### src/rtl/polar_min_range_binner_macros.svh
// assertion macros used by the pmrb_ctrl module
// each expects clk and rst_n to be visible at the point of use
`ifndef POLAR_MIN_RANGE_BINNER_MACROS_SVH
`define POLAR_MIN_RANGE_BINNER_MACROS_SVH

// same-cycle implication
`define PMRB_ASSERT_IMPL(label, pre, post) \
    label: assert property (@(posedge clk) disable iff (!rst_n) (pre) |-> (post)) \
        else $error("pmrb assertion failed");

// next-cycle implication
`define PMRB_ASSERT_NEXT(label, pre, post) \
    label: assert property (@(posedge clk) disable iff (!rst_n) (pre) |=> (post)) \
        else $error("pmrb assertion failed");

`endif

### src/rtl/pmrb_pkg.sv
`default_nettype none
package pmrb_pkg;

    localparam int ANGLE_ITERS = 19;
    localparam int ANGLE_W     = 20;
    localparam int STEP_W      = 19;
    localparam int RANGE_W     = 16;
    localparam int BINS_W      = 13;
    localparam int BIN_NUM_W   = 12;
    localparam int ENTRY_W     = 17;
    localparam int Z_W         = 22;
    localparam int Q_W         = 22;
    localparam int DEN_W       = 20;
    localparam int ADDR_W      = 5;
    localparam int DATA_W      = 32;
    localparam int HALF_TURN   = 524288;

    // register indexes
    localparam logic [2:0] REG_ANGLE_LOW  = 3'd0;
    localparam logic [2:0] REG_ANGLE_HIGH = 3'd1;
    localparam logic [2:0] REG_ANGLE_STEP = 3'd2;
    localparam logic [2:0] REG_RANGE_LOW  = 3'd3;
    localparam logic [2:0] REG_RANGE_HIGH = 3'd4;
    localparam logic [2:0] REG_BINS_USED  = 3'd5;

    typedef struct packed {
        logic signed [ANGLE_W-1:0] angle_low;
        logic signed [ANGLE_W-1:0] angle_high;
        logic [STEP_W-1:0]         angle_step;
        logic [RANGE_W-1:0]        range_low;
        logic [RANGE_W-1:0]        range_high;
        logic [BINS_W-1:0]         bins_used;
    } cfg_t;

    // controller to datapath commands
    typedef struct packed {
        logic load;
        logic sq_a;
        logic sq_b;
        logic iter;
        logic check;
        logic div_step;
        logic bin_rd;
        logic acc_wr;
        logic rb_rd;
        logic rb_clr;
        logic clr_wr;
        logic out_load;
    } ctl_t;

    // datapath to controller status
    typedef struct packed {
        logic keep;
        logic bin_ok;
    } sts_t;

    // atan(2^-i) in units of pi/2^19
    function automatic logic [17:0] atan_unit(input logic [4:0] i);
        logic [17:0] v;
        case (i)
            5'd0:    v = 18'd131072;
            5'd1:    v = 18'd77376;
            5'd2:    v = 18'd40884;
            5'd3:    v = 18'd20753;
            5'd4:    v = 18'd10417;
            5'd5:    v = 18'd5213;
            5'd6:    v = 18'd2607;
            5'd7:    v = 18'd1304;
            5'd8:    v = 18'd652;
            5'd9:    v = 18'd326;
            5'd10:   v = 18'd163;
            5'd11:   v = 18'd81;
            5'd12:   v = 18'd41;
            5'd13:   v = 18'd20;
            5'd14:   v = 18'd10;
            5'd15:   v = 18'd5;
            5'd16:   v = 18'd3;
            5'd17:   v = 18'd1;
            5'd18:   v = 18'd1;
            default: v = 18'd0;
        endcase
        return v;
    endfunction

endpackage
`default_nettype wire

### src/rtl/pmrb_cfg.sv
`default_nettype none
module pmrb_cfg import pmrb_pkg::*; (
    input  wire logic              clk,
    input  wire logic              rst_n,
    input  wire logic              psel,
    input  wire logic              penable,
    input  wire logic              pwrite,
    input  wire logic [ADDR_W-1:0] paddr,
    input  wire logic [DATA_W-1:0] pwdata,
    output logic [DATA_W-1:0]      prdata,
    output logic                   pready,
    output cfg_t                   cfg
);
    cfg_t       cfg_reg;
    logic       wr;
    logic [2:0] idx;

    assign pready = 1'b1;
    assign wr     = psel && penable && pwrite;
    assign idx    = paddr[4:2];
    assign cfg    = cfg_reg;

    // register writes
    always_ff @(posedge clk or negedge rst_n)
    begin
        if (!rst_n)
        begin
            cfg_reg.angle_low  <= 20'sh80000;
            cfg_reg.angle_high <= 20'sh7FFFF;
            cfg_reg.angle_step <= 19'd291;
            cfg_reg.range_low  <= 16'd50;
            cfg_reg.range_high <= 16'd25000;
            cfg_reg.bins_used  <= 13'd3601;
        end
        else if (wr)
        begin
            case (idx)
                REG_ANGLE_LOW:  cfg_reg.angle_low  <= pwdata[ANGLE_W-1:0];
                REG_ANGLE_HIGH: cfg_reg.angle_high <= pwdata[ANGLE_W-1:0];
                REG_ANGLE_STEP: cfg_reg.angle_step <= pwdata[STEP_W-1:0];
                REG_RANGE_LOW:  cfg_reg.range_low  <= pwdata[RANGE_W-1:0];
                REG_RANGE_HIGH: cfg_reg.range_high <= pwdata[RANGE_W-1:0];
                REG_BINS_USED:  cfg_reg.bins_used  <= pwdata[BINS_W-1:0];
                default: ;
            endcase
        end
    end

    // read mux
    always_comb
    begin
        case (idx)
            REG_ANGLE_LOW:  prdata = {12'd0, cfg_reg.angle_low};
            REG_ANGLE_HIGH: prdata = {12'd0, cfg_reg.angle_high};
            REG_ANGLE_STEP: prdata = {13'd0, cfg_reg.angle_step};
            REG_RANGE_LOW:  prdata = {16'd0, cfg_reg.range_low};
            REG_RANGE_HIGH: prdata = {16'd0, cfg_reg.range_high};
            REG_BINS_USED:  prdata = {19'd0, cfg_reg.bins_used};
            default:        prdata = '0;
        endcase
    end
endmodule
`default_nettype wire

### config.mk
export PLATFORM = sky130hd
export DESIGN_NAME = pmrb_cfg
export DESIGN_NICKNAME = d
export VERILOG_FILES = /design/src/rtl/polar_min_range_binner_macros.svh /design/src/rtl/pmrb_pkg.sv /design/src/rtl/pmrb_cfg.sv
export SDC_FILE = /design/constraint.sdc
export NUM_CORES = 1
export LEC_CHECK = 0
export BUFFER_PORTS_ARGS = -buffer_cell sky130_fd_sc_hd__buf_2
export CORE_UTILIZATION = 50
export CTS_CLUSTER_SIZE = 8
export DETAILED_ROUTE_END_ITERATION = 12
export PLACE_DENSITY = 0.79
export SLEW_MARGIN = 5
export SYNTH_ARGS = -nofsm -noshare
export SYNTH_HDL_FRONTEND = slang
export SYNTH_SLANG_ARGS = --single-unit
### constraint.sdc
create_clock -name clk -period 2.3 [get_ports clk]
set_input_delay 0.575 -clock clk [delete_from_list [all_inputs] [get_ports clk]]
set_output_delay 0.575 -clock clk [all_outputs]
set_load 0.05 [all_outputs]
==> out/results.ini <==
[synthesis]
synth_area_per_cell_um2 = 13.6
synth_top_area_cell = dfrtp_1
ys_seq_area_share_pct = 53.6
yosys_warnings = 0
synth.area.top_cells = dfrtp_1 (33%), mux2_2 (22%), dfstp_2 (20%), mux2i_1 (6.1%), mux2_1 (4.6%)
synth.cell_area_um2 = 4940
ys_ff_latch = 104
synthDominantCellAreaShare_pct = 33.4
yosysUniqueCellTypes = 33
synthCells = 364

[timing]
rsz0062_at_grt = no
finalSetupViolations = 0
fin_worst_skew_ns = 0
worst_slew_pin_slew_ns = 0.594
finalHoldViolations = 0
period_share_pct = 98.2
fin_crit_ns = 2.26
finalWorstSetupSlack_ns = 0.0406
max_freq_mhz = 443
slew_violations = 0
fin_setup_tns_ns = 0
slew_headroom_pct = 60.4

[pwr]
vdd_drop_max_mv = 0.522
power.leakage_uw = 0.00316
cellPowerDensity_nw_per_um2 = 992

[critical_path]
worstSetupEndpointType = primary output
worstPathRequired_ns = 1.73
worst_setup_path_start_kind = primary input
worstPathArrival_ns = 1.68
crit_type = primary input to primary output
worstPathMaxFanout = 13
regToRegSetupSlack_ns = 1.47

[clock_network]
clkSinkCount = 104
htree_levels = 3
cts_buffers = 9
clock_latency_ns = 0.37
clk_pin_slew_ns = 0.10
ctsHoldBuffers = 0
cts_tree = done
cts_root_buf = clkbuf_8
clockBufferDepth = 2

[run]
drv_cap = 0

[floorplanning]
die_w_um = 101
chipHeight_um = 101
ios = 179
fp.dieArea_um2 = 10300
core_um2 = 9420
start_util_pct = 52.5
rows = 35

[layout]
syn2layout_area_growth_pct = 30.1
layoutNonFillerInstCount = 674
fin_nets = 582
fill_cells = 714
multiInputGateArea_um2 = 2200
fin_area_um2 = 6430
num_antenna_cells = 0
regArea_um2 = 2650
drive_above_1_share_pct = 65.3
post-route-util_pct = 68.3
largest_reg_flops = 104

[drt]
dr.first_iter.drc_count = 110
viasPerCell = 5.40
detail_route.wl_per_cell_um = 18.9
route.detailed.drc = 0
drt_wl_total_um = 12700
vias = 3642
firstDrtPassIters = 4
ant_nets = 0

[global_route]
grt_pass1_wl_um = 19200
grt_overflow_total = 0
grt_max_degree = 105
grt_pass1_vias = 3703
track_usage_pct = 24.9
antenna_found_initial = 0

[worst_hold_path]
hp-class = primary input to asynchronous set/reset pin

[placed_design]
pre_cts_slack_ns = -0.155
io_buffer_count = 151
hpwl_um = 8920
dp_cells = 652
routabilityCongestion = 0.790
placed_area_um2 = 6090

[status]
status = complete, no violations

worst paths after layout:
kind | depth (start not counted) | endpoint | start
worst max-delay path | 5 | prdata[1] | paddr[3]
worst min-delay path | 2 | cfg[43]$_DFFE_PN0P_ | rst_n
worst max register to register | 1 | cfg[92]$_DFFE_PN0P_ | cfg[92]$_DFFE_PN0P_
worst min register to register | 1 | cfg[101]$_DFFE_PN0P_ | cfg[101]$_DFFE_PN0P_
max in group asynchronous | 2 | cfg[89]$_DFFE_PN0P_ | rst_n
min in group clk | 2 | cfg[103]$_DFFE_PN1P_ | pwdata[19]
Yosys cell counts:
| cell type | number |
|---|---|
| inv_1 | 2 |
| conb_1 | 2 |
| clkinv_1 | 1 |
| dfrtp_1 | 66 |
| nand2b_1 | 3 |
| o21ai_0 | 12 |
| nor3_1 | 2 |
| nand2_1 | 11 |
| nor2_2 | 3 |
| a221oi_1 | 3 |
| mux2i_1 | 30 |
| nor2b_1 | 2 |
| o32ai_1 | 1 |
| a31oi_1 | 1 |
| o21a_1 | 1 |
| dfstp_2 | 38 |
| nand3_1 | 6 |
| a221o_1 | 5 |
| or3_1 | 1 |
| buf_4 | 17 |
| nand4b_4 | 1 |
| clkbuf_1 | 2 |
| o221ai_1 | 1 |
| mux2_2 | 95 |
| buf_2 | 14 |
| nor2_1 | 9 |
| a211o_1 | 1 |
| a21oi_1 | 6 |
| mux2_1 | 20 |
| nor3b_1 | 1 |
| o32a_1 | 5 |
| nand4_1 | 1 |
| nand3b_1 | 1 |
where the power goes:
| part | internal [uW] | switching, uW |
|---|---|---|
| clock | 398 | 626 |
| combinational | 760 | 2030 |
| sequential | 2280 | 281 |
placed cells by master (no fill, tap or decap), types with 2 or more instances in the layout:
master | netlist | routed
buf_12 | 0 | 9
nand3_1 | 6 | 6
nand2_1 | 11 | 11
nand2b_1 | 3 | 2
buf_6 | 0 | 4
conb_1 | 2 | 13
buf_2 | 14 | 138
o32a_1 | 5 | 5
clkbuf_8 | 0 | 9
nor2_2 | 3 | 4
o21ai_0 | 12 | 7
mux2i_1 | 30 | 30
clkbuf_16 | 0 | 3
buf_4 | 17 | 31
a21oi_1 | 6 | 2
a221o_1 | 5 | 5
dfrtp_1 | 66 | 66
clkinvlp_4 | 0 | 3
inv_1 | 2 | 2
dfstp_2 | 38 | 38
mux2_2 | 95 | 95
nor2_1 | 9 | 8
a221oi_2 | 0 | 2
a21oi_2 | 0 | 4
o21ai_2 | 0 | 4
clkbuf_4 | 0 | 2
mux2_1 | 20 | 20
metal layers:
metal  up-vias  share of wire (%)  track usage [%]
met5         -                  0                0
met4         0               0.78             8.70
met3        12                6.5             6.42
met2       141                 49             41.8
met1      1841                 44             31.3
li1       1648                  -                -
per-stage QoR:
step	total power, uW	hold WS, ns
floorplan	4660	0.279
global placement	5270	0.489
detailed placement	5350	0.502
CTS	6380	0.278
global route	6650	0.294
finish	6380	0.206
layout make-up:
cell class | instances | area share [%]
clock inverter | 6 | 0.701
multi-input combinational | 235 | 34.2
timing repair buffer | 187 | 19.3
clock buffer | 10 | 1.98
sequential | 104 | 41.2
inverter | 3 | 0.175
tap | 129 | 2.51
critical path, stage by stage:
cell     delay [ns]
buf_6          0.15
buf_4          0.20
inv_1          0.18
a221o_1        0.38
buf_4          0.20
repair_timing:
action,in CTS,in global routing
setup endpoints to repair,15,12
pin swaps,0,0
buffers inserted,0,3
cloned,0,3
gates resized for setup,12,11
logic make-up after synthesis:
family / synth area share [%]
and+or+nand+nor: 4.38
muxes: 32.3
DFF: 53.6
other: 0.152
AOI/OAI and AO/OA: 5.19
buffers and inverters: 4.38
No activity file was read; power rests on OpenSTA's default activity.
