--- src/rtl/polar_min_range_binner_macros.svh ---
// assertion macros used by the pmrb_ctrl module
// each expects clk and rst_n to be visible at the point of use
`ifndef POLAR_MIN_RANGE_BINNER_MACROS_SVH
`define POLAR_MIN_RANGE_BINNER_MACROS_SVH

// same-cycle implication
`define PMRB_ASSERT_IMPL(label, pre, post) \
    label: assert property (@(posedge clk) disable iff (!rst_n) (pre) |-> (post)) \
        else $error("pmrb assertion failed");

// next-cycle implication
`define PMRB_ASSERT_NEXT(label, pre, post) \
    label: assert property (@(posedge clk) disable iff (!rst_n) (pre) |=> (post)) \
        else $error("pmrb assertion failed");

`endif

--- src/rtl/pmrb_pkg.sv ---
`default_nettype none
package pmrb_pkg;

    localparam int ANGLE_ITERS = 19;
    localparam int ANGLE_W     = 20;
    localparam int STEP_W      = 19;
    localparam int RANGE_W     = 16;
    localparam int BINS_W      = 13;
    localparam int BIN_NUM_W   = 12;
    localparam int ENTRY_W     = 17;
    localparam int Z_W         = 22;
    localparam int Q_W         = 22;
    localparam int DEN_W       = 20;
    localparam int ADDR_W      = 5;
    localparam int DATA_W      = 32;
    localparam int HALF_TURN   = 524288;

    // register indexes
    localparam logic [2:0] REG_ANGLE_LOW  = 3'd0;
    localparam logic [2:0] REG_ANGLE_HIGH = 3'd1;
    localparam logic [2:0] REG_ANGLE_STEP = 3'd2;
    localparam logic [2:0] REG_RANGE_LOW  = 3'd3;
    localparam logic [2:0] REG_RANGE_HIGH = 3'd4;
    localparam logic [2:0] REG_BINS_USED  = 3'd5;

    typedef struct packed {
        logic signed [ANGLE_W-1:0] angle_low;
        logic signed [ANGLE_W-1:0] angle_high;
        logic [STEP_W-1:0]         angle_step;
        logic [RANGE_W-1:0]        range_low;
        logic [RANGE_W-1:0]        range_high;
        logic [BINS_W-1:0]         bins_used;
    } cfg_t;

    // controller to datapath commands
    typedef struct packed {
        logic load;
        logic sq_a;
        logic sq_b;
        logic iter;
        logic check;
        logic div_step;
        logic bin_rd;
        logic acc_wr;
        logic rb_rd;
        logic rb_clr;
        logic clr_wr;
        logic out_load;
    } ctl_t;

    // datapath to controller status
    typedef struct packed {
        logic keep;
        logic bin_ok;
    } sts_t;

    // atan(2^-i) in units of pi/2^19
    function automatic logic [17:0] atan_unit(input logic [4:0] i);
        logic [17:0] v;
        case (i)
            5'd0:    v = 18'd131072;
            5'd1:    v = 18'd77376;
            5'd2:    v = 18'd40884;
            5'd3:    v = 18'd20753;
            5'd4:    v = 18'd10417;
            5'd5:    v = 18'd5213;
            5'd6:    v = 18'd2607;
            5'd7:    v = 18'd1304;
            5'd8:    v = 18'd652;
            5'd9:    v = 18'd326;
            5'd10:   v = 18'd163;
            5'd11:   v = 18'd81;
            5'd12:   v = 18'd41;
            5'd13:   v = 18'd20;
            5'd14:   v = 18'd10;
            5'd15:   v = 18'd5;
            5'd16:   v = 18'd3;
            5'd17:   v = 18'd1;
            5'd18:   v = 18'd1;
            default: v = 18'd0;
        endcase
        return v;
    endfunction

endpackage
`default_nettype wire

--- src/rtl/pmrb_ctrl.sv ---
`default_nettype none
module pmrb_ctrl import pmrb_pkg::*; #(
    parameter int NUM_BINS   = 4096,
    parameter int COORD_BITS = 17,
    localparam int AW = $clog2(NUM_BINS),
    localparam int CW = (AW > 6) ? AW : 6
) (
    input  wire logic          clk,
    input  wire logic          rst_n,
    input  wire logic          in_valid,
    input  wire logic          in_mode,
    output logic               in_ready,
    input  wire logic          out_ready,
    output logic               out_valid,
    input  wire sts_t          sts,
    output ctl_t               ctl,
    output logic [CW-1:0]      cnt
);
`include "polar_min_range_binner_macros.svh"

    localparam int NI = (COORD_BITS > ANGLE_ITERS) ? COORD_BITS : ANGLE_ITERS;

    localparam logic [3:0] S_CLEAR  = 4'd0;
    localparam logic [3:0] S_IDLE   = 4'd1;
    localparam logic [3:0] S_SQ_A   = 4'd2;
    localparam logic [3:0] S_SQ_B   = 4'd3;
    localparam logic [3:0] S_ITER   = 4'd4;
    localparam logic [3:0] S_CHECK  = 4'd5;
    localparam logic [3:0] S_DIV    = 4'd6;
    localparam logic [3:0] S_BIN    = 4'd7;
    localparam logic [3:0] S_ACC    = 4'd8;
    localparam logic [3:0] S_RB_RD  = 4'd9;
    localparam logic [3:0] S_RB_CLR = 4'd10;
    localparam logic [3:0] S_RB_OUT = 4'd11;

    logic [3:0]    state_reg, state_next;
    logic [CW-1:0] cnt_reg, cnt_next;
    logic          out_valid_reg, out_valid_next;

    assign in_ready  = (state_reg == S_IDLE);
    assign out_valid = out_valid_reg;
    assign cnt       = cnt_reg;

    // state, counter and output valid
    always_ff @(posedge clk or negedge rst_n)
    begin
        if (!rst_n)
        begin
            state_reg     <= S_CLEAR;
            cnt_reg       <= '0;
            out_valid_reg <= 1'b0;
        end
        else
        begin
            state_reg     <= state_next;
            cnt_reg       <= cnt_next;
            out_valid_reg <= out_valid_next;
        end
    end

    // sequencing
    always_comb
    begin
        state_next     = state_reg;
        cnt_next       = cnt_reg;
        ctl            = '0;
        out_valid_next = out_valid_reg && !out_ready;
        case (state_reg)
            S_CLEAR:
            begin
                ctl.clr_wr = 1'b1;
                cnt_next   = cnt_reg + 1'b1;
                if (cnt_reg == CW'(NUM_BINS - 1))
                begin
                    cnt_next   = '0;
                    state_next = S_IDLE;
                end
            end
            S_IDLE:
            begin
                if (in_valid)
                begin
                    ctl.load   = 1'b1;
                    state_next = in_mode ? S_RB_RD : S_SQ_A;
                end
            end
            S_SQ_A:
            begin
                ctl.sq_a   = 1'b1;
                state_next = S_SQ_B;
            end
            S_SQ_B:
            begin
                ctl.sq_b   = 1'b1;
                cnt_next   = '0;
                state_next = S_ITER;
            end
            S_ITER:
            begin
                ctl.iter = 1'b1;
                cnt_next = cnt_reg + 1'b1;
                if (cnt_reg == CW'(NI - 1))
                begin
                    cnt_next   = '0;
                    state_next = S_CHECK;
                end
            end
            S_CHECK:
            begin
                ctl.check  = 1'b1;
                cnt_next   = '0;
                state_next = sts.keep ? S_DIV : S_IDLE;
            end
            S_DIV:
            begin
                ctl.div_step = 1'b1;
                cnt_next     = cnt_reg + 1'b1;
                if (cnt_reg == CW'(Q_W - 1))
                begin
                    cnt_next   = '0;
                    state_next = S_BIN;
                end
            end
            S_BIN:
            begin
                ctl.bin_rd = sts.bin_ok;
                state_next = sts.bin_ok ? S_ACC : S_IDLE;
            end
            S_ACC:
            begin
                ctl.acc_wr = 1'b1;
                state_next = S_IDLE;
            end
            S_RB_RD:
            begin
                ctl.rb_rd  = 1'b1;
                state_next = S_RB_CLR;
            end
            S_RB_CLR:
            begin
                ctl.rb_clr = 1'b1;
                state_next = S_RB_OUT;
            end
            S_RB_OUT:
            begin
                if (!out_valid_reg || out_ready)
                begin
                    ctl.out_load   = 1'b1;
                    out_valid_next = 1'b1;
                    state_next     = S_IDLE;
                end
            end
            default:
            begin
                state_next = S_IDLE;
            end
        endcase
    end

    // checks
    `PMRB_ASSERT_NEXT(a_accept_leaves_idle, in_valid && in_ready, state_reg != S_IDLE)
    `PMRB_ASSERT_IMPL(a_out_no_overwrite, ctl.out_load, !out_valid_reg || out_ready)
    `PMRB_ASSERT_IMPL(a_iter_bound, state_reg == S_ITER, cnt_reg < CW'(NI))
    `PMRB_ASSERT_NEXT(a_clear_done, state_reg == S_CLEAR && cnt_reg == CW'(NUM_BINS - 1),
        state_reg == S_IDLE)
endmodule
`default_nettype wire

--- config.mk ---
export PLATFORM = sky130hd
export DESIGN_NAME = pmrb_ctrl
export DESIGN_NICKNAME = d
export VERILOG_FILES = /design/src/rtl/pmrb_pkg.sv /design/src/rtl/pmrb_ctrl.sv
export VERILOG_INCLUDE_DIRS = /design/src /design/src/rtl
export SDC_FILE = /design/constraint.sdc
export NUM_CORES = 1
export LEC_CHECK = 0
export BUFFER_PORTS_ARGS = -buffer_cell sky130_fd_sc_hd__buf_4
export CAP_MARGIN = 0
export CORE_ASPECT_RATIO = 0.9
export CORE_UTILIZATION = 30
export CTS_CLUSTER_SIZE = 20
export DETAILED_ROUTE_END_ITERATION = 16
export SLEW_MARGIN = 20
export SYNTH_ARGS = -nofsm -noshare
export SYNTH_HDL_FRONTEND = slang
export SYNTH_SLANG_ARGS = --single-unit
--- constraint.sdc ---
create_clock -name clk -period 5.4 [get_ports clk]
set_input_delay 0.27 -clock clk [delete_from_list [all_inputs] [get_ports clk]]
set_output_delay 0.27 -clock clk [all_outputs]
set_load 0.1 [all_outputs]
==> impl_metrics.tcl, run 1 <==
set metrics [dict create \
    numClockSinks 17 \
    path_clk_slew_ns 0.07 \
    fp.dieH_um 62.4 \
    yosysWarnings 0 \
    rr_startpoint "cnt[3]$_DFFE_PN0P_" \
    arrival_ns 2.44 \
    path_class "reg2reg" \
    core_um2 3810 \
    grtUsageTotal_pct 15.4 \
    ant_nets 0 \
    seq_area_frac_synth_pct 35.0 \
    die_width_um 69.1 \
    grt_pass1_wl_um 5490 \
    clk_latency_ns 0.26 \
    drive_above_1_share_pct 24.7 \
    critical_path.endpoint "cnt[7]$_DFFE_PN0P_" \
    cts_root_buf "clkbuf_8" \
    syn2layout_area_growth_pct 27.5 \
    dp_hpwl_um 2380 \
    synth_edf_count 0 \
    fin_crit_sh_pct 42.7 \
    power_density_nw_per_um2 150 \
    grt_pass1_vias 1135 \
    reg2reg_depth 5 \
    hp-class "in2reg" \
    critPathLaunchType "flop" \
    r2r_setup_slack_ns 3.10 \
    tightest_slew_ns 0.513 \
    synth_ff_type "dfrtp_1" \
    tritoncts "yes" \
    drt-total-wl_um 3150 \
    io_buffers 32 \
    dr.first_iter.drc_count 153 \
    worstSetupStartpoint "cnt[3]$_DFFE_PN0P_" \
    num_rows 21 \
    finalHoldViolCount 0 \
    critPathMaxFanout 9 \
    syn-num-nets 161 \
    hold_depth 3 \
    cap_violations 0 \
    setup_viol 0 \
    fin_area_um2 1550 \
    clockBufferDepth 2 \
    viasPerCell 5.29 \
    synth_cell_types 40 \
    ys_ff_latch 17 \
    postSynth.asyncResetShare_pct 100 \
    ios 33 \
    r2r_end "cnt[7]$_DFFE_PN0P_" \
    syn-instance-count 151 \
    placed_cell_area_um2 1500 \
    start_util_pct 31.9 \
    grt_max_degree 20 \
    synth.avg_cell_area_um2 8.05 \
    dr.pass1.iters 4 \
    status "finished, final reports clean" \
    place.gp.congestion 0.938 \
    cts_buffers 3 \
    setup_slack_ns 3.10 \
    pre_cts_slack_ns 3.11 \
    cts.htree.levels 1 \
    diodes 0 \
    slew_headroom_pct 65.5 \
    cp.required_ns 5.54 \
    grt_overflow 0 \
    dieArea_um2 4310 \
    leakagePower_nw 0.693 \
    synth_area_um2 1220 \
    drc 0 \
    largest_reg_flops 12 \
    period_needed_ns 2.30 \
    routed-via-count 1206 \
    slew_violations 0 \
    skew_ns 0.00654 \
    finalSetupTns_ns 0 \
    rsz0062_at_grt "false" \
    nNetsFinal 193 \
    fmax_mhz 434 \
    antenna_found_initial 0 \
    cts_setup_buffers 0 \
    wl_per_cell_um 13.8 \
    irDropWorstVdd_uv 63.6 \
    endpoint_kind "flop" \
]
-- worst max-delay path: stages (launching register included) --
cell	delay [ns]
dfrtp_1	0.45
or4b_1	0.55
or4_4	0.54
a22o_4	0.31
nor2_4	0.21
o22ai_1	0.12
-- cells in the mapped netlist (4+ instances only) --
cell	instances	area [um^2]
dfrtp_1	17	425
nor2_1	17	63.8
nand2_1	11	41.3
o21ai_0	11	55.1
nor3_1	9	45.0
inv_1	8	30.0
clkbuf_1	7	26.3
nand2b_1	6	37.5
nand3_1	6	30.0
nand4_1	5	31.3
xor2_1	5	43.8
a21oi_1	4	20.0
o22ai_1	4	25.0
-- cells in the final DEF (no fill, tap or decap), types with 2 or more instances in the layout --
cell type / count
o22ai_1: 4
o31ai_1: 2
nand2b_1: 6
or4_1: 2
xor2_1: 5
a31o_1: 2
nor4_1: 3
nor2_4: 2
ha_1: 3
nand3_1: 6
clkbuf_8: 3
nor3_1: 9
a21oi_1: 4
nor2_1: 17
o21ai_0: 11
or2_2: 3
inv_1: 8
dfrtp_1: 17
and3_1: 3
nand4_1: 5
nand2_1: 11
buf_4: 33
nor2b_1: 3
-- worst min path at each step --
stage                               end  startpoint
floorplan            cnt[0]$_DFFE_PN0P_       rst_n
global placement     cnt[6]$_DFFE_PN0P_       rst_n
detailed placement   cnt[6]$_DFFE_PN0P_       rst_n
CTS                 out_valid$_DFF_PN0_   out_ready
global route        out_valid$_DFF_PN0_   out_ready
finish              out_valid$_DFF_PN0_   out_ready
-- through the flow --
stage               hold slack [ns]  power (mW)  util [%]  instances
floorplan                   -0.0256       0.131         -        151
detailed placement            0.151       0.137      39.2        223
finish                        0.305       0.232      40.7        228
global route                  0.341       0.241      40.7        228
global placement              0.149       0.137      39.2        223
CTS                           0.306       0.235      40.7        228
-- power by group --
group	internal [mW]	total, mW	switching (mW)
clock	0.0524	0.0969	0.0444
combinational	0.00369	0.00783	0.00414
sequential	0.127	0.127	0.0000000000000000171
-- final cells by class --
class / instances / area (um^2)
clock buffer: 4 / 45.0
tap: 46 / 57.6
multi-input combinational: 119 / 734
inverter: 8 / 30.0
fill: 370 / 2260
timing repair buffer: 34 / 258
sequential: 17 / 425
-- cell families after synthesis --
logic type	Yosys count	share of synthesized area, %
AO/OA/AOI/OAI	34	19.1
flip-flops	17	35.0
AND/OR/NAND/NOR	76	33.8
XOR/XNOR	6	4.32
buffers and inverters	15	4.63
adder cells (fa/ha/maj)	3	3.09
-- per-layer routing --
layer / global-route usage [%] / part of all wire [%]
met2: 23.7 / 46
met3: 2.58 / 4.1
met5: 0 / 0
met4: 4.08 / 0.38
met1: 22.4 / 50
-- repair_timing --
action	CTS	global route
endpoints found under the setup margin	0	0
endpoints found under the hold margin	17	0
hold buffers	1	0
resized for setup	0	0
Power figures use the tool's default switching activity.
==> inputs of run 2 (changes only) <==
clock period = 2 ns   (was 5.4 ns; I/O delays follow)
==> run 2 against run 1 <==
The flow now finishes with violations (setup timing). Core utilization is 8.2 points higher. Setup slack worse by 3.3 ns. Critical endpoint unchanged. Maximum frequency is 3.4% higher. Largest power group unchanged. Sequential share of layout area is 3.4 points lower. Critical path type unchanged. Wire length is 15% higher.
==> impl_metrics.tcl, run 2 (same netlist as run 1, synthesis figures left out) <==
set metrics [dict create \
    critPathMaxFanout 7 \
    drive_above_1_share_pct 48.5 \
    num_rows 21 \
    diodes 0 \
    grt_max_degree 18 \
    finalHoldViolCount 0 \
    tightest_slew_ns 0.511 \
    final_cells 246 \
    viasPerCell 5.24 \
    leakagePower_nw 0.805 \
    status "finished with violations" \
    fin_area_um2 1860 \
    skew_ns 0.00257 \
    ant_nets 0 \
    largest_reg_flops 12 \
    endpoint_kind "flop" \
    grt_pass1_vias 1279 \
    routed-via-count 1290 \
    clockPowerShare_pct 42.4 \
    p_switching_uw 142 \
    mostFrequentLayoutCells "buf_4, nand2_1, nor2_1" \
    grtUsageTotal_pct 17.8 \
    path_class "reg2reg" \
    rr_startpoint "cnt[3]$_DFFE_PN0P_" \
    power_switching_share_pct 22.3 \
    slew_headroom_pct 65.6 \
    antenna_found_initial 0 \
    route.met3.wl_um 199 \
    slew_violations 0 \
    irDropWorstVdd_uv 184 \
    min-delay-start "out_ready" \
    io_buffers 32 \
    nNetsFinal 211 \
    placed_cell_area_um2 1770 \
    cp.required_ns 2.14 \
    fp.dieH_um 62.4 \
    cts.htree.levels 1 \
    cap_violations 0 \
    combPwrFrac_pct 3.4 \
    clk_latency_ns 0.26 \
    drc 0 \
    mostFrequentLayoutCell "buf_4" \
    fmax_mhz 449 \
    start_util_pct 31.9 \
    r2r_setup_slack_ns -0.23 \
    power_density_nw_per_um2 340 \
    arrival_ns 2.36 \
    critPathLaunchType "flop" \
    dr.pass1.iters 4 \
    numClockSinks 17 \
    period_needed_ns 2.23 \
    rsz0062_at_grt "true" \
    route.met2.wl_um 1710 \
    syn2layout_area_growth_pct 53.1 \
    worstSetupStartpoint "cnt[3]$_DFFE_PN0P_" \
    place.gp.congestion 0.927 \
    setup_viol 15 \
    internal-power_uw 492 \
    dr.first_iter.drc_count 69 \
    setup_slack_ns -0.228 \
    clockBufferDepth 2 \
    path_clk_slew_ns 0.07 \
    grt_overflow 0 \
    core_um2 3810 \
    dp_hpwl_um 2890 \
    tritoncts "yes" \
    fin_crit_sh_pct 111 \
    ios 33 \
    wl_met1_um 1710 \
    wl_per_cell_um 14.8 \
    top_layer "met4" \
    violations "setup timing" \
    grt_pass1_wl_um 6170 \
    dpl.cell_count 241 \
    drt-total-wl_um 3640 \
    die_width_um 69.1 \
    dieArea_um2 4310 \
    cts_buffers 3 \
    power_frac_seq_pct 54.2 \
    cts_root_buf "clkbuf_8" \
    hp-class "in2reg" \
]
-- run 2: cell count changes in the layout (fill, tap and decap cells not counted), sizes merged --
cell	delta
buf	+18
clkinv	+1
clkbuf	-1
-- run 2: final cells by class --
type | instances | area (um^2)
clock buffer | 3 | 41.3
clock inverter | 1 | 5.00
fill | 356 | 1950
inverter | 8 | 30.0
multi-input combinational | 119 | 883
sequential | 17 | 448
tap | 46 | 57.6
timing repair buffer | 52 | 397
-- run 2: timing repair --
item / 4_1_cts / 5_1_grt
pin swaps: 13 / 3
setup buffers: 0 / 0
hold buffers: 1 / 0
gates resized for setup: 9 / 3
setup endpoints to repair: 15 / 18
hold endpoints to repair: 17 / 0
-- run 2: worst max-delay path, cell delays in order (launching register included) --
cell and delay (ns):
dfrtp_4 0.47, or4b_4 0.54, or4_4 0.50, a22o_4 0.28, nor2_4 0.18, o22ai_1 0.13
-- run 2: through the flow --
stage          utilization, %  worst slack, ns  hold WS (ns)  total power, mW  setup TNS [ns]
2_1_floorplan               -           -0.472        -0.196            0.353           -5.60
3_3_place_gp             46.3           -0.228       -0.0200            0.370           -3.00
3_5_place_dp             46.3           -0.292       -0.0181            0.371           -3.68
4_1_cts                  48.6           -0.206         0.151            0.640           -2.23
5_1_grt                  48.9           -0.276         0.149            0.662           -3.10
6_report                 48.9           -0.228         0.142            0.634           -2.37
-- run 2: power by group through the flow --
stage,clock [mW],combinational [mW],sequential [mW]
4_1_cts,0.275,0.0220,0.343
5_1_grt,0.294,0.0243,0.343
3_5_place_dp,0,0.0205,0.350
3_3_place_gp,0,0.0200,0.350
6_report,0.269,0.0214,0.343
2_1_floorplan,0,0.00313,0.350
-- run 2: routing by layer --
| metal | track usage, % | up-vias |
|---|---|---|
| met2 | 28.4 | 37 |
| met3 | 3.06 | 2 |
| met4 | 3.06 | 0 |
| met1 | 25.6 | 612 |
| li1 | - | 639 |
| met5 | 0 | - |
-- run 2: worst paths after layout --
path                       depth (start not counted)             endpoint
setup / recovery                                   5   cnt[7]$_DFFE_PN0P_
hold / removal                                     3  out_valid$_DFF_PN0_
setup reg to reg                                   5   cnt[7]$_DFFE_PN0P_
hold reg to reg                                    2  out_valid$_DFF_PN0_
max in group asynchronous                          2   cnt[3]$_DFFE_PN0P_
min in group asynchronous                          2   cnt[9]$_DFFE_PN0P_
==> inputs of run 3 (changes only) <==
REMOVE_ABC_BUFFERS = 1   (was not set)
==> run 3 against run 2 <==
The run still ends with setup timing left. Sequential cell count unchanged. First-iteration DRC count increased by 7.2%. Critical path depth unchanged. Global-route usage decreased by 1.5 points. Maximum frequency increased by 3.2%. Clock skew increased by 0.00059 ns. Wire length decreased by 4.9%.
==> impl_metrics.tcl, run 3 (same netlist as run 1, synthesis figures left out) <==
set metrics [dict create \
    period_needed_ns 2.16 \
    power_density_nw_per_um2 359 \
    mostFrequentLayoutCells "buf_4, nor2_1, dfrtp_1" \
    cts_buffers 3 \
    cts_root_buf "clkbuf_8" \
    antenna_found_initial 0 \
    grtUsageTotal_pct 16.3 \
    drive_above_1_share_pct 35.8 \
    setup_viol 15 \
    placed_cell_area_um2 1620 \
    core_um2 3810 \
    rr_startpoint "cnt[7]$_DFFE_PN0P_" \
    critPathMaxFanout 7 \
    ios 33 \
    num_rows 21 \
    combPwrFrac_pct 3.4 \
    status "finished with violations" \
    fin_total_pwr_uw 627 \
    ant_nets 0 \
    io_buffers 32 \
    clockPowerShare_pct 41.8 \
    cp.required_ns 2.14 \
    hold_depth 3 \
    grt_pass1_wl_um 5640 \
    setup_slack_ns -0.158 \
    p_switching_uw 135 \
    internal-power_uw 492 \
    crit_chain "or4_4, or4_4, a22o_4, nor2_4, o22ai_1" \
    syn2layout_area_growth_pct 43.4 \
    dr.pass1.iters 4 \
    dieArea_um2 4310 \
    dr.first_iter.drc_count 74 \
    die_width_um 69.1 \
    irDropWorstVdd_uv 175 \
    drc 0 \
    diodes 0 \
    cap_violations 0 \
    leakagePower_nw 0.806 \
    violations "setup timing" \
    tightest_slew_ns 0.480 \
    fin_crit_sh_pct 108 \
    skew_ns 0.00315 \
    mostFrequentLayoutCell "buf_4" \
    routed-via-count 1328 \
    holdPathEnd "out_valid$_DFF_PN0_" \
    clk_latency_ns 0.26 \
    slew_headroom_pct 67.7 \
    arrival_ns 2.29 \
    numClockSinks 17 \
    path_common_cell "or4_4" \
    largest_reg_flops 12 \
    path_clk_slew_ns 0.07 \
    tritoncts "yes" \
    fin_area_um2 1740 \
    power_frac_seq_pct 54.8 \
    reg2reg_depth 5 \
    grt_overflow 0 \
    r2r_setup_slack_ns -0.16 \
    power_switching_share_pct 21.5 \
    r2r_end "cnt[7]$_DFFE_PN0P_" \
    dp_hpwl_um 2640 \
    drt-total-wl_um 3460 \
    place.gp.congestion 0.858 \
    start_util_pct 31.9 \
    critPathLaunchType "flop" \
    grt_max_degree 18 \
    clockBufferDepth 2 \
    critical_path.max_stage_delay_ns 0.54 \
    finalHoldViolCount 0 \
    path_class "reg2reg" \
    rsz0062_at_grt "true" \
    endpoint_kind "flop" \
    critPathSlowestCell "or4_4" \
    min-delay-start "out_ready" \
    fmax_mhz 463 \
    nNetsFinal 215 \
    wl_per_cell_um 13.8 \
    grt_pass1_vias 1204 \
    hp-class "in2reg" \
    fp.dieH_um 62.4 \
    slew_violations 0 \
    viasPerCell 5.31 \
    cts.htree.levels 1 \
]
[run 3: changes by cell type in the layout (fill, tap and decap cells not counted), moves of 3 or more]
cell and change:
dfrtp_2 -7, nor2_1 +6, nor3_4 -5, nor2_2 -6, buf_4 +4, dfrtp_4 -3
dfrtp_1 +10, nor3_1 +5
[run 3: layer usage]
layer  GRT usage (%)  wire (um)  up-vias
met5               0          0        -
met3            3.23        226        7
met4            5.61         51        0
met1            23.0       1580      614
li1                -          -      651
met2            24.6       1590       56
[run 3: critical path: cells and delay by family, from the launching register on]
kind	cells	cell delay, ns
AND/OR/NAND/NOR	3	1.25
AO/OA/AOI/OAI	2	0.40
flip-flops	1	0.38
[run 3: worst max path at each step]
| stage | startpoint | slack, ns | endpoint |
|---|---|---|---|
| 6_report | cnt[7]$_DFFE_PN0P_ | -0.16 | cnt[7]$_DFFE_PN0P_ |
| 5_1_grt | cnt[7]$_DFFE_PN0P_ | -0.22 | state_reg[1]$_DFFE_PN0P_ |
| 4_1_cts | cnt[7]$_DFFE_PN0P_ | -0.15 | cnt[5]$_DFFE_PN0P_ |
| 3_5_place_dp | cnt[5]$_DFFE_PN0P_ | -0.21 | cnt[5]$_DFFE_PN0P_ |
| 3_3_place_gp | cnt[5]$_DFFE_PN0P_ | -0.16 | cnt[7]$_DFFE_PN0P_ |
| 2_1_floorplan | state_reg[0]$_DFFE_PN0P_ | -2.49 | state_reg[0]$_DFFE_PN0P_ |
[run 3: repair_timing]
item	in CTS	in global routing
setup buffers	1	4
hold buffers	1	0
gates cloned	0	0
endpoints found under the setup margin	16	16
hold endpoints to repair	17	0
resized for setup	5	3
pin swaps	9	2
[run 3: area by class of cell]
cell class                      instances  area [um^2]
Clock buffer                            3         41.3
Timing Repair Buffer                   56          427
Inverter                                8         30.0
Clock inverter                          1         5.00
Sequential cell                        17          428
Tap cell                               46         57.6
Fill cell                             365         2070
Multi-Input combinational cell        119          756
[run 3: power groups by stage]
| stage | clock (mW) | sequential, mW | combinational [mW] |
|---|---|---|---|
| floorplan | 0 | 0.350 | 0.00257 |
| global placement | 0 | 0.350 | 0.0195 |
| detailed placement | 0 | 0.350 | 0.0197 |
| CTS | 0.269 | 0.344 | 0.0213 |
| global route | 0.284 | 0.343 | 0.0243 |
| finish | 0.262 | 0.344 | 0.0210 |
[run 3: stage by stage]
stage,utilization [%],hold slack [ns],setup TNS [ns],std cells,setup slack [ns]
4_1_cts,44.8,0.129,-1.83,246,-0.152
3_3_place_gp,42.6,-0.0195,-1.75,240,-0.156
2_1_floorplan,-,-0.196,-37.33,144,-2.49
6_report,45.8,0.131,-2.02,250,-0.158
5_1_grt,45.8,0.156,-2.95,250,-0.221
3_5_place_dp,42.6,-0.0218,-2.46,240,-0.211
